## config.mk

```make
export PLATFORM = sky130hd
export DESIGN_NAME = rotary_position_mode_controller
export DESIGN_NICKNAME = d
export VERILOG_FILES = /design/src/rtl/rpmc_pkg.sv /design/src/rtl/rpmc_drive.sv /design/src/rtl/rotary_position_mode_controller.sv
export SDC_FILE = /design/constraint.sdc
export NUM_CORES = 1
export LEC_CHECK = 0
export BUFFER_PORTS_ARGS = -buffer_cell sky130_fd_sc_hd__buf_2
export CORE_AREA = 5 5 134 123
export CTS_BUF_LIST = sky130_fd_sc_hd__clkbuf_8
export CTS_CLUSTER_SIZE = 28
export DETAILED_ROUTE_END_ITERATION = 12
export DIE_AREA = 0 0 139 128
export GPL_TIMING_DRIVEN = 0
export PLACE_DENSITY = 0.67
export SYNTH_ARGS = -nofsm -noshare
export SYNTH_HDL_FRONTEND = slang
export SYNTH_SLANG_ARGS = --single-unit
```

## constraint.sdc

```tcl
create_clock -name clock -period 17.75 [get_ports clock]
set_clock_uncertainty 0.1 [all_clocks]
set_input_delay 1.775 -clock clock [delete_from_list [all_inputs] [get_ports clock]]
set_output_delay 1.775 -clock clock [all_outputs]
set_load 0.01 [all_outputs]
```

## src/rtl/rpmc_pkg.sv

```systemverilog
// Shared types, codes and helper functions of the rotary position mode controller.
// Depends on nothing; every RTL module imports it.
package rpmc_pkg;

   // Angles in 1/16 degree, one full turn is 360 degrees.
   typedef logic [12:0] angle_type;
   typedef logic [11:0] tol_type;
   typedef logic [14:0] speed_type;
   typedef logic [14:0] mag_type;
   typedef logic [2:0]  cmd_type;
   typedef logic [1:0]  mode_type;
   typedef logic [1:0]  phase_type;
   typedef logic [1:0]  dir_type;
   typedef logic [2:0]  csr_index_type;
   typedef logic [14:0] csr_data_type;

   localparam angle_type FULL_TURN = 13'd5760;
   localparam angle_type HALF_TURN = FULL_TURN / 2;
   localparam mag_type   ANG_HIGH  = 15'(FULL_TURN / 12);
   localparam mag_type   ANG_MED   = 15'(FULL_TURN / 36);
   localparam mag_type   SPD_HIGH  = 15'd480;
   localparam mag_type   SPD_MED   = 15'd160;
   localparam tol_type   TOL_RESET = 12'd16;

   // Motor command codes.
   localparam cmd_type CMD_STOP    = 3'd0;
   localparam cmd_type LVL_LOW     = 3'd1;
   localparam cmd_type LVL_MED     = 3'd2;
   localparam cmd_type LVL_HIGH    = 3'd3;
   localparam cmd_type CCW_OFFSET  = 3'd3;

   // Mode codes.
   localparam mode_type MODE_STOPPED = 2'd0;
   localparam mode_type MODE_MANUAL  = 2'd1;
   localparam mode_type MODE_SCAN    = 2'd2;
   localparam mode_type MODE_ROTATE  = 2'd3;

   // Scan phase codes.
   localparam phase_type PHASE_TO_START = 2'd0;
   localparam phase_type PHASE_TO_END   = 2'd1;
   localparam phase_type PHASE_BACK     = 2'd2;

   // Approach direction codes.
   localparam dir_type DIR_SHORTEST = 2'd0;
   localparam dir_type DIR_CW       = 2'd1;
   localparam dir_type DIR_CCW      = 2'd2;

   // Configuration register indexes.
   localparam csr_index_type CSR_MODE_SELECT      = 3'd0;
   localparam csr_index_type CSR_MANUAL_TARGET    = 3'd1;
   localparam csr_index_type CSR_SCAN_START       = 3'd2;
   localparam csr_index_type CSR_SCAN_END         = 3'd3;
   localparam csr_index_type CSR_FIXED_SPEED      = 3'd4;
   localparam csr_index_type CSR_ANGLE_TOLERANCE  = 3'd5;
   localparam csr_index_type CSR_ROTATE_DIRECTION = 3'd6;

   // Result of the drive-toward-target logic.
   typedef struct packed {
      logic    arrived;
      cmd_type command;
   } drive_result_type;

   // Reduce a 13-bit angle into one turn; a single subtract covers every 13-bit code.
   function automatic angle_type wrap_angle(input angle_type a);
      return (a >= FULL_TURN) ? angle_type'(a - FULL_TURN) : a;
   endfunction

   // Map a direction and a magnitude onto one of the six moving commands.
   function automatic cmd_type pick_level(input logic cw, input mag_type mag,
                                          input mag_type hi, input mag_type med);
      cmd_type lvl;
      lvl = (mag > hi) ? LVL_HIGH : ((mag > med) ? LVL_MED : LVL_LOW);
      return cw ? lvl : cmd_type'(lvl + CCW_OFFSET);
   endfunction

endpackage

```

## src/rtl/rpmc_drive.sv

```systemverilog
// Drive-toward-target logic: modular distance, arrival test and command level.
// Depends on rpmc_pkg.
module rpmc_drive
   import rpmc_pkg::*;
(
   input  angle_type        cur_angle,
   input  angle_type        tgt_angle,
   input  tol_type          tolerance,
   input  dir_type          direction,
   output drive_result_type result
);

   angle_type cur_w;
   angle_type tgt_w;
   angle_type cw_dist;
   angle_type ccw_dist;
   angle_type short_mag;
   logic      short_pos;
   angle_type mag;
   logic      pos;

   // Clockwise distance from the current angle to the target, within one turn.
   always_comb begin
      cur_w = wrap_angle(cur_angle);
      tgt_w = wrap_angle(tgt_angle);
      if (tgt_w >= cur_w) begin
         cw_dist = angle_type'(tgt_w - cur_w);
      end else begin
         cw_dist = angle_type'(tgt_w + FULL_TURN - cur_w);
      end
      ccw_dist  = (cw_dist == '0) ? '0 : angle_type'(FULL_TURN - cw_dist);
      short_pos = (cw_dist != '0) && (cw_dist < HALF_TURN);
      short_mag = (cw_dist >= HALF_TURN) ? ccw_dist : cw_dist;
   end

   // Pick the error for the approach direction; code 3 behaves as shortest path.
   always_comb begin
      case (direction)
         DIR_CW: begin
            mag = cw_dist;
            pos = (cw_dist != '0);
         end
         DIR_CCW: begin
            mag = ccw_dist;
            pos = 1'b0;
         end
         default: begin
            mag = short_mag;
            pos = short_pos;
         end
      endcase
   end

   // Arrival always uses the shortest distance; inside tolerance the motor stops.
   always_comb begin
      result.arrived = ({3'b0, short_mag} < {4'b0, tolerance} ? 1'b1 : 1'b0) == 1'b1
                       ? 1'b1 : 1'b0;
      if (mag < angle_type'(tolerance)) begin
         result.command = CMD_STOP;
      end else begin
         result.command = pick_level(pos, mag_type'(mag), ANG_HIGH, ANG_MED);
      end
   end

endmodule

```

## src/rtl/rotary_position_mode_controller.sv

```systemverilog
// Rotary position mode controller: request register, mode logic and result register.
// Depends on rpmc_pkg and rpmc_drive.
//
// Usage: each control tick sends one request carrying the encoder angle on req_*.
// A request is taken at a rising edge with req_valid high and req_stall low. The block
// answers with at most one result on rsp_*: the motor command and the mode in effect
// after the tick. A scanning tick that reaches its phase target advances the phase and
// gives no result.
// A request accepted into the request register is evaluated and its result loaded into
// the result register. Throughput is one request per cycle while rsp_stall is low; the
// figure is set by the single stage of compare logic between the request register and
// the result register.
// When the receiver holds rsp_stall, the result register keeps its contents and the
// request register still takes one more request; req_stall rises only while both
// registers are full and the result is stalled.
// Configuration goes through csr_write_enable, csr_index and csr_write_data, one
// register per cycle, while no request is in flight. Writing the mode reloads the
// active mode; writing scanning also restarts the sweep at the start angle.
// Synchronous reset empties both registers, selects stopped mode, clears the scan
// phase and restores the register defaults (tolerance one degree).
module rotary_position_mode_controller
   import rpmc_pkg::*;
(
   input  logic          clock,
   input  logic          reset,
   input  logic          req_valid,
   output logic          req_stall,
   input  angle_type     req_encoder_angle,
   output logic          rsp_valid,
   input  logic          rsp_stall,
   output cmd_type       rsp_motor_command,
   output mode_type      rsp_active_mode_now,
   input  logic          csr_write_enable,
   input  csr_index_type csr_index,
   input  csr_data_type  csr_write_data
);

   logic             req_valid_ff;
   angle_type        req_angle_ff;
   logic             rsp_valid_ff;
   cmd_type          rsp_cmd_ff;
   mode_type         rsp_mode_ff;
   mode_type         active_mode_ff;
   mode_type         active_mode_in;
   phase_type        scan_phase_ff;
   phase_type        scan_phase_in;
   angle_type        manual_target_ff;
   angle_type        scan_start_ff;
   angle_type        scan_end_ff;
   speed_type        fixed_speed_ff;
   tol_type          angle_tolerance_ff;
   dir_type          rotate_direction_ff;
   angle_type        target;
   drive_result_type drive;
   logic             advance;
   logic             emit;
   cmd_type          cmd;
   mode_type         tick_mode;
   phase_type        tick_phase;
   mag_type          speed_mag;

   // Handshake: the request stage moves on unless the result register is full and stalled.
   assign advance   = req_valid_ff && !(rsp_valid_ff && rsp_stall);
   assign req_stall = req_valid_ff && rsp_valid_ff && rsp_stall;

   // Target angle for the active mode and scan phase.
   assign target = (active_mode_ff == MODE_MANUAL) ? manual_target_ff :
                   ((scan_phase_ff == PHASE_TO_END) ? scan_end_ff : scan_start_ff);

   rpmc_drive u_drive (
      .cur_angle (req_angle_ff),
      .tgt_angle (target),
      .tolerance (angle_tolerance_ff),
      .direction (rotate_direction_ff),
      .result    (drive)
   );

   // Magnitude of the signed rotating speed; the most negative value fits unsigned.
   assign speed_mag = fixed_speed_ff[14] ? speed_type'(-fixed_speed_ff) : fixed_speed_ff;

   // Per-tick mode behavior.
   always_comb begin
      tick_mode  = active_mode_ff;
      tick_phase = scan_phase_ff;
      emit       = 1'b1;
      cmd        = CMD_STOP;
      case (active_mode_ff)
         MODE_MANUAL: begin
            if (drive.arrived) begin
               tick_mode = MODE_STOPPED;
            end else begin
               cmd = drive.command;
            end
         end
         MODE_SCAN: begin
            if (drive.arrived) begin
               emit       = 1'b0;
               tick_phase = (scan_phase_ff == PHASE_TO_END) ? PHASE_BACK : PHASE_TO_END;
            end else begin
               cmd = drive.command;
            end
         end
         MODE_ROTATE: begin
            if (fixed_speed_ff != '0) begin
               cmd = pick_level(!fixed_speed_ff[14], speed_mag, SPD_HIGH, SPD_MED);
            end
         end
         default: begin
            cmd = CMD_STOP;
         end
      endcase
   end

   // Next mode state: a mode write reloads it, otherwise a processed tick updates it.
   always_comb begin
      active_mode_in = active_mode_ff;
      scan_phase_in  = scan_phase_ff;
      if (csr_write_enable && (csr_index == CSR_MODE_SELECT)) begin
         active_mode_in = csr_write_data[1:0];
         if (csr_write_data[1:0] == MODE_SCAN) begin
            scan_phase_in = PHASE_TO_START;
         end
      end else if (advance) begin
         active_mode_in = tick_mode;
         scan_phase_in  = tick_phase;
      end
   end

   // Control state and configuration registers.
   always_ff @(posedge clock) begin
      if (reset) begin
         req_valid_ff        <= 1'b0;
         rsp_valid_ff        <= 1'b0;
         active_mode_ff      <= MODE_STOPPED;
         scan_phase_ff       <= PHASE_TO_START;
         manual_target_ff    <= '0;
         scan_start_ff       <= '0;
         scan_end_ff         <= '0;
         fixed_speed_ff      <= '0;
         angle_tolerance_ff  <= TOL_RESET;
         rotate_direction_ff <= DIR_SHORTEST;
      end else begin
         active_mode_ff <= active_mode_in;
         scan_phase_ff  <= scan_phase_in;

         if (req_valid && !req_stall) begin
            req_valid_ff <= 1'b1;
         end else if (advance) begin
            req_valid_ff <= 1'b0;
         end

         if (advance && emit) begin
            rsp_valid_ff <= 1'b1;
         end else if (!rsp_stall) begin
            rsp_valid_ff <= 1'b0;
         end

         if (csr_write_enable) begin
            case (csr_index)
               CSR_MANUAL_TARGET:    manual_target_ff    <= csr_write_data[12:0];
               CSR_SCAN_START:       scan_start_ff       <= csr_write_data[12:0];
               CSR_SCAN_END:         scan_end_ff         <= csr_write_data[12:0];
               CSR_FIXED_SPEED:      fixed_speed_ff      <= csr_write_data;
               CSR_ANGLE_TOLERANCE:  angle_tolerance_ff  <= csr_write_data[11:0];
               CSR_ROTATE_DIRECTION: rotate_direction_ff <= csr_write_data[1:0];
               default: begin
               end
            endcase
         end
      end
   end

   // Payload registers; the request angle loads on acceptance, the result on emission.
   always_ff @(posedge clock) begin
      if (req_valid && !req_stall) begin
         req_angle_ff <= req_encoder_angle;
      end
      if (advance && emit) begin
         rsp_cmd_ff  <= cmd;
         rsp_mode_ff <= tick_mode;
      end
   end

   assign rsp_valid           = rsp_valid_ff;
   assign rsp_motor_command   = rsp_cmd_ff;
   assign rsp_active_mode_now = rsp_mode_ff;

endmodule

```

==> summary.md <==
| Metric | Value |
|---|---|
| Status | `finished, final reports clean` |
| Root Buffer | `clkbuf_8` |
| Data required, critical path | `17.65 ns` |
| Tmin final | `~10 ns` |
| Layout net count | `approximately 1.1k` |
| Multiplexer area fraction after synthesis | `between 5 and 6%` |
| Crit-path leading delay family | `compound AO/OA/AOI/OAI gates` |
| Total CTS buffers | `9` |
| Post-Layout Cell Count | `approximately 1.2k` |
| Largest net degree at the start of global routing | `17` |
| Critical path's most frequent cell | `a21oi_1` |
| Final Total Pwr | `between 600 and 700 uW` |
| CP Launch Type | `register` |
| Initial antenna violation count | `0` |
| Final HPWL DP | `15400 um` |
| Main combinational cell family by area after synthesis | `simple AND/OR/NAND/NOR gates` |
| FF+latch count, synth | `92` |
| Buffers on Ports | `39` |
| Avg Synthesized Cell Area | `approximately 7.6 um2` |
| Area after DPL | `0.00774 mm2` |
| CTS Sinks | `between 90 and 100` |
| Worst Path Buf+Inv | `5` |
| Routability cong. | `0.876` |
| Setup WS pre-CTS | `8.16 ns` |
| Syn_nets | `between 1k and 1.5k` |
| Worst Path Max Fanout | `10` |
| Std-Cell Rows | `43` |
| Antenna Cells | `0` |
| # hold bufs at CTS | `0` |
| Hold slack | `0.355 ns` |
| Via count | `6673` |
| I/O pin total | `43` |
| DR vias/cell | `5.50` |
| FMAX | `0.103 GHz` |
| LEAKAGE | `roughly 3.2 nW` |
| PwrDens | `77.2 mW/mm2` |
| RSZ-0062 raised after global routing | `false` |
| Xor and xnor area share after synthesis | `about 3.2%` |
| Ys async rst share | `0%` |
| Synth Area in Adders | `12.7%` |
| Dpl cells | `roughly 1.2k` |
| Slew headroom | `9.88%` |
| CTS tree | `built` |
| Max VDD drop | `around 64 uV` |
| Synth Cell Area | `0.00730 mm2` |
| Final Cell Area | `slightly below 0.008 mm2` |
| Slowest CP cell | `a21oi_1` |
| Max-slew violation count | `0` |
| Chip Width | `approximately 140 um` |
| Most common cell after layout, fill and taps aside | `nand2_1` |
| Max Cap Viol | `0` |
| Final core occ | `52.6%` |
| Final Routed Wirelength | `19500 um` |
| Core Area | `between 0.015 and 0.02 mm2` |
| Post-synth EDFFs | `18` |
| Period utilization | `54.8%` |
| Clk Latency, worst-skew pair | `roughly 0.37 ns` |
| CTS H-tree lvls | `3` |
| Share of cells above drive strength 1 | `8.51%` |
| Cts repair resizes | `0` |
| Yosys cell types | `79` |
| Die Area | `0.0178 mm2` |
| Overflow after GRT | `0` |
| Final setup violation count | `0` |
| Crit. End Element | `register` |
| Worst EP arrival | `slightly below 10 ns` |
| Clk buf depth | `2` |
| Crit path largest cell delay | `0.64 ns` |
| Starting Density | `between 40% and 50%` |
| Die extent in y | `128 um` |
| Compound-Gate Fraction of Synth Area | `21.4%` |
| TNS Setup | `0 ns` |
| Clock-pin slew on the worst setup and hold paths | `0.09 ns` |
| Ys Warns | `0` |
| First-pass GRT wire length | `about 32000 um` |
| All-Layer GR Usage | `about 22%` |
| Total DRC errors in the routed layout | `0` |
| Filler instances | `around 1.5k` |
| Most frequent cells in the layout | `nand2_1 (199), a21oi_1 (121), dfxtp_1 (74)` |
| Most used DFF post-synth | `dfxtp_1` |
| Final Hold Fails | `0` |
| Initial DRC Count | `491` |
| DRT Pass-1 Iters | `5` |
| Postcts setup bufs | `0` |
| ANT nets after route | `0` |
| Worst hold path class | `register to register` |
| Simple logic cell fraction of the synthesized area | `about a quarter` |
| Area growth syn-to-layout | `8.64%` |
| Setup CP Type | `register to register` |
| Final WS setup | `approximately 8 ns` |
| WL/cell | `16.1 um` |
| Register area share after synthesis | `27.7%` |
| Vias in the first global route | `6288` |
| Worst-margin pin slew | `1.35 ns` |
| Synth Instances | `956` |
report_power, final:
| part | total, mW | internal [mW] | leakage, nW | switching [mW] |
|---|---|---|---|---|
| logic | 0.257 | 0.100 | 2.29 | 0.157 |
| registers | 0.223 | 0.219 | 0.772 | 0.00400 |
| clock network | 0.132 | 0.0557 | 0.0970 | 0.0762 |
| total | 0.612 | 0.375 | 3.16 | 0.237 |
flip-flops by register name, indices dropped and copies added, names as in the netlist:
signal / flops
scan_start_ff: 13
req_angle_ff: 13
manual_target_ff: 13
fixed_speed_ff: 15
req_valid_ff: 1
rsp_motor_command: 3
active_mode_ff: 2
scan_end_ff: 13
rsp_valid: 1
scan_phase_ff: 2
angle_tolerance_ff: 12
rotate_direction_ff: 2
rsp_active_mode_now: 2
tightest hold or removal path: stages (launching register included):
cell and delay, ns:
dfxtp_1 0.31, nand2_1 0.05, a21oi_1 0.05
cells by family after synthesis:
family / count (synthesis)
simple gates: 385
buf+inv: 104
compound gates: 242
flops: 92
fa+ha+maj: 68
xor+xnor: 27
mux: 38
layer usage:
| metal | global-route usage, % | vias up | routed length (um) |
|---|---|---|---|
| li1 | - | 3440 | - |
| met1 | 30.8 | 3039 | 9520 |
| met2 | 36.0 | 169 | 8610 |
| met3 | 1.98 | 25 | 895 |
| met4 | 7.08 | 0 | 465 |
| met5 | 0 | - | 0 |
worst paths after layout:
| kind | endpoint | depth (start not counted) | slack, ns | from |
|---|---|---|---|---|
| max | rsp_motor_command[1] | 36 | 8.02 | scan_phase_ff[0] |
| min | angle_tolerance_ff[3] | 2 | 0.36 | angle_tolerance_ff[3] |
| max reg2reg | rsp_motor_command[1] | 36 | 8.02 | scan_phase_ff[0] |
| min reg2reg | angle_tolerance_ff[3] | 2 | 0.36 | angle_tolerance_ff[3] |
synthesized netlist by cell type (18+ instances only):
library cell	count	area share (%)
ha_1	58	9.9
nand3_1	18	1.2
nor2_1	64	3.3
o21ai_0	28	1.9
dfxtp_1	74	20
xnor2_1	18	2.2
edfxtp_1	18	7.4
clkbuf_1	31	1.6
inv_1	68	3.5
nand2_1	199	10
mux2i_1	31	4.3
a21oi_1	121	8.3
final cells by class:
type	instances	area [um2]	share of cell area (%)
Timing Repair Buffer	39	195	2.46
Inverter	69	259	3.27
Sequential cell	92	2020	25.5
Clock buffer	10	138	1.74
Clock inverter	6	45.0	0.568
Multi-Input combinational cell	760	4870	61.5
Buffer	35	143	1.80
Tap cell	202	253	3.19
Note: power is estimated with default switching activity, not from simulation.
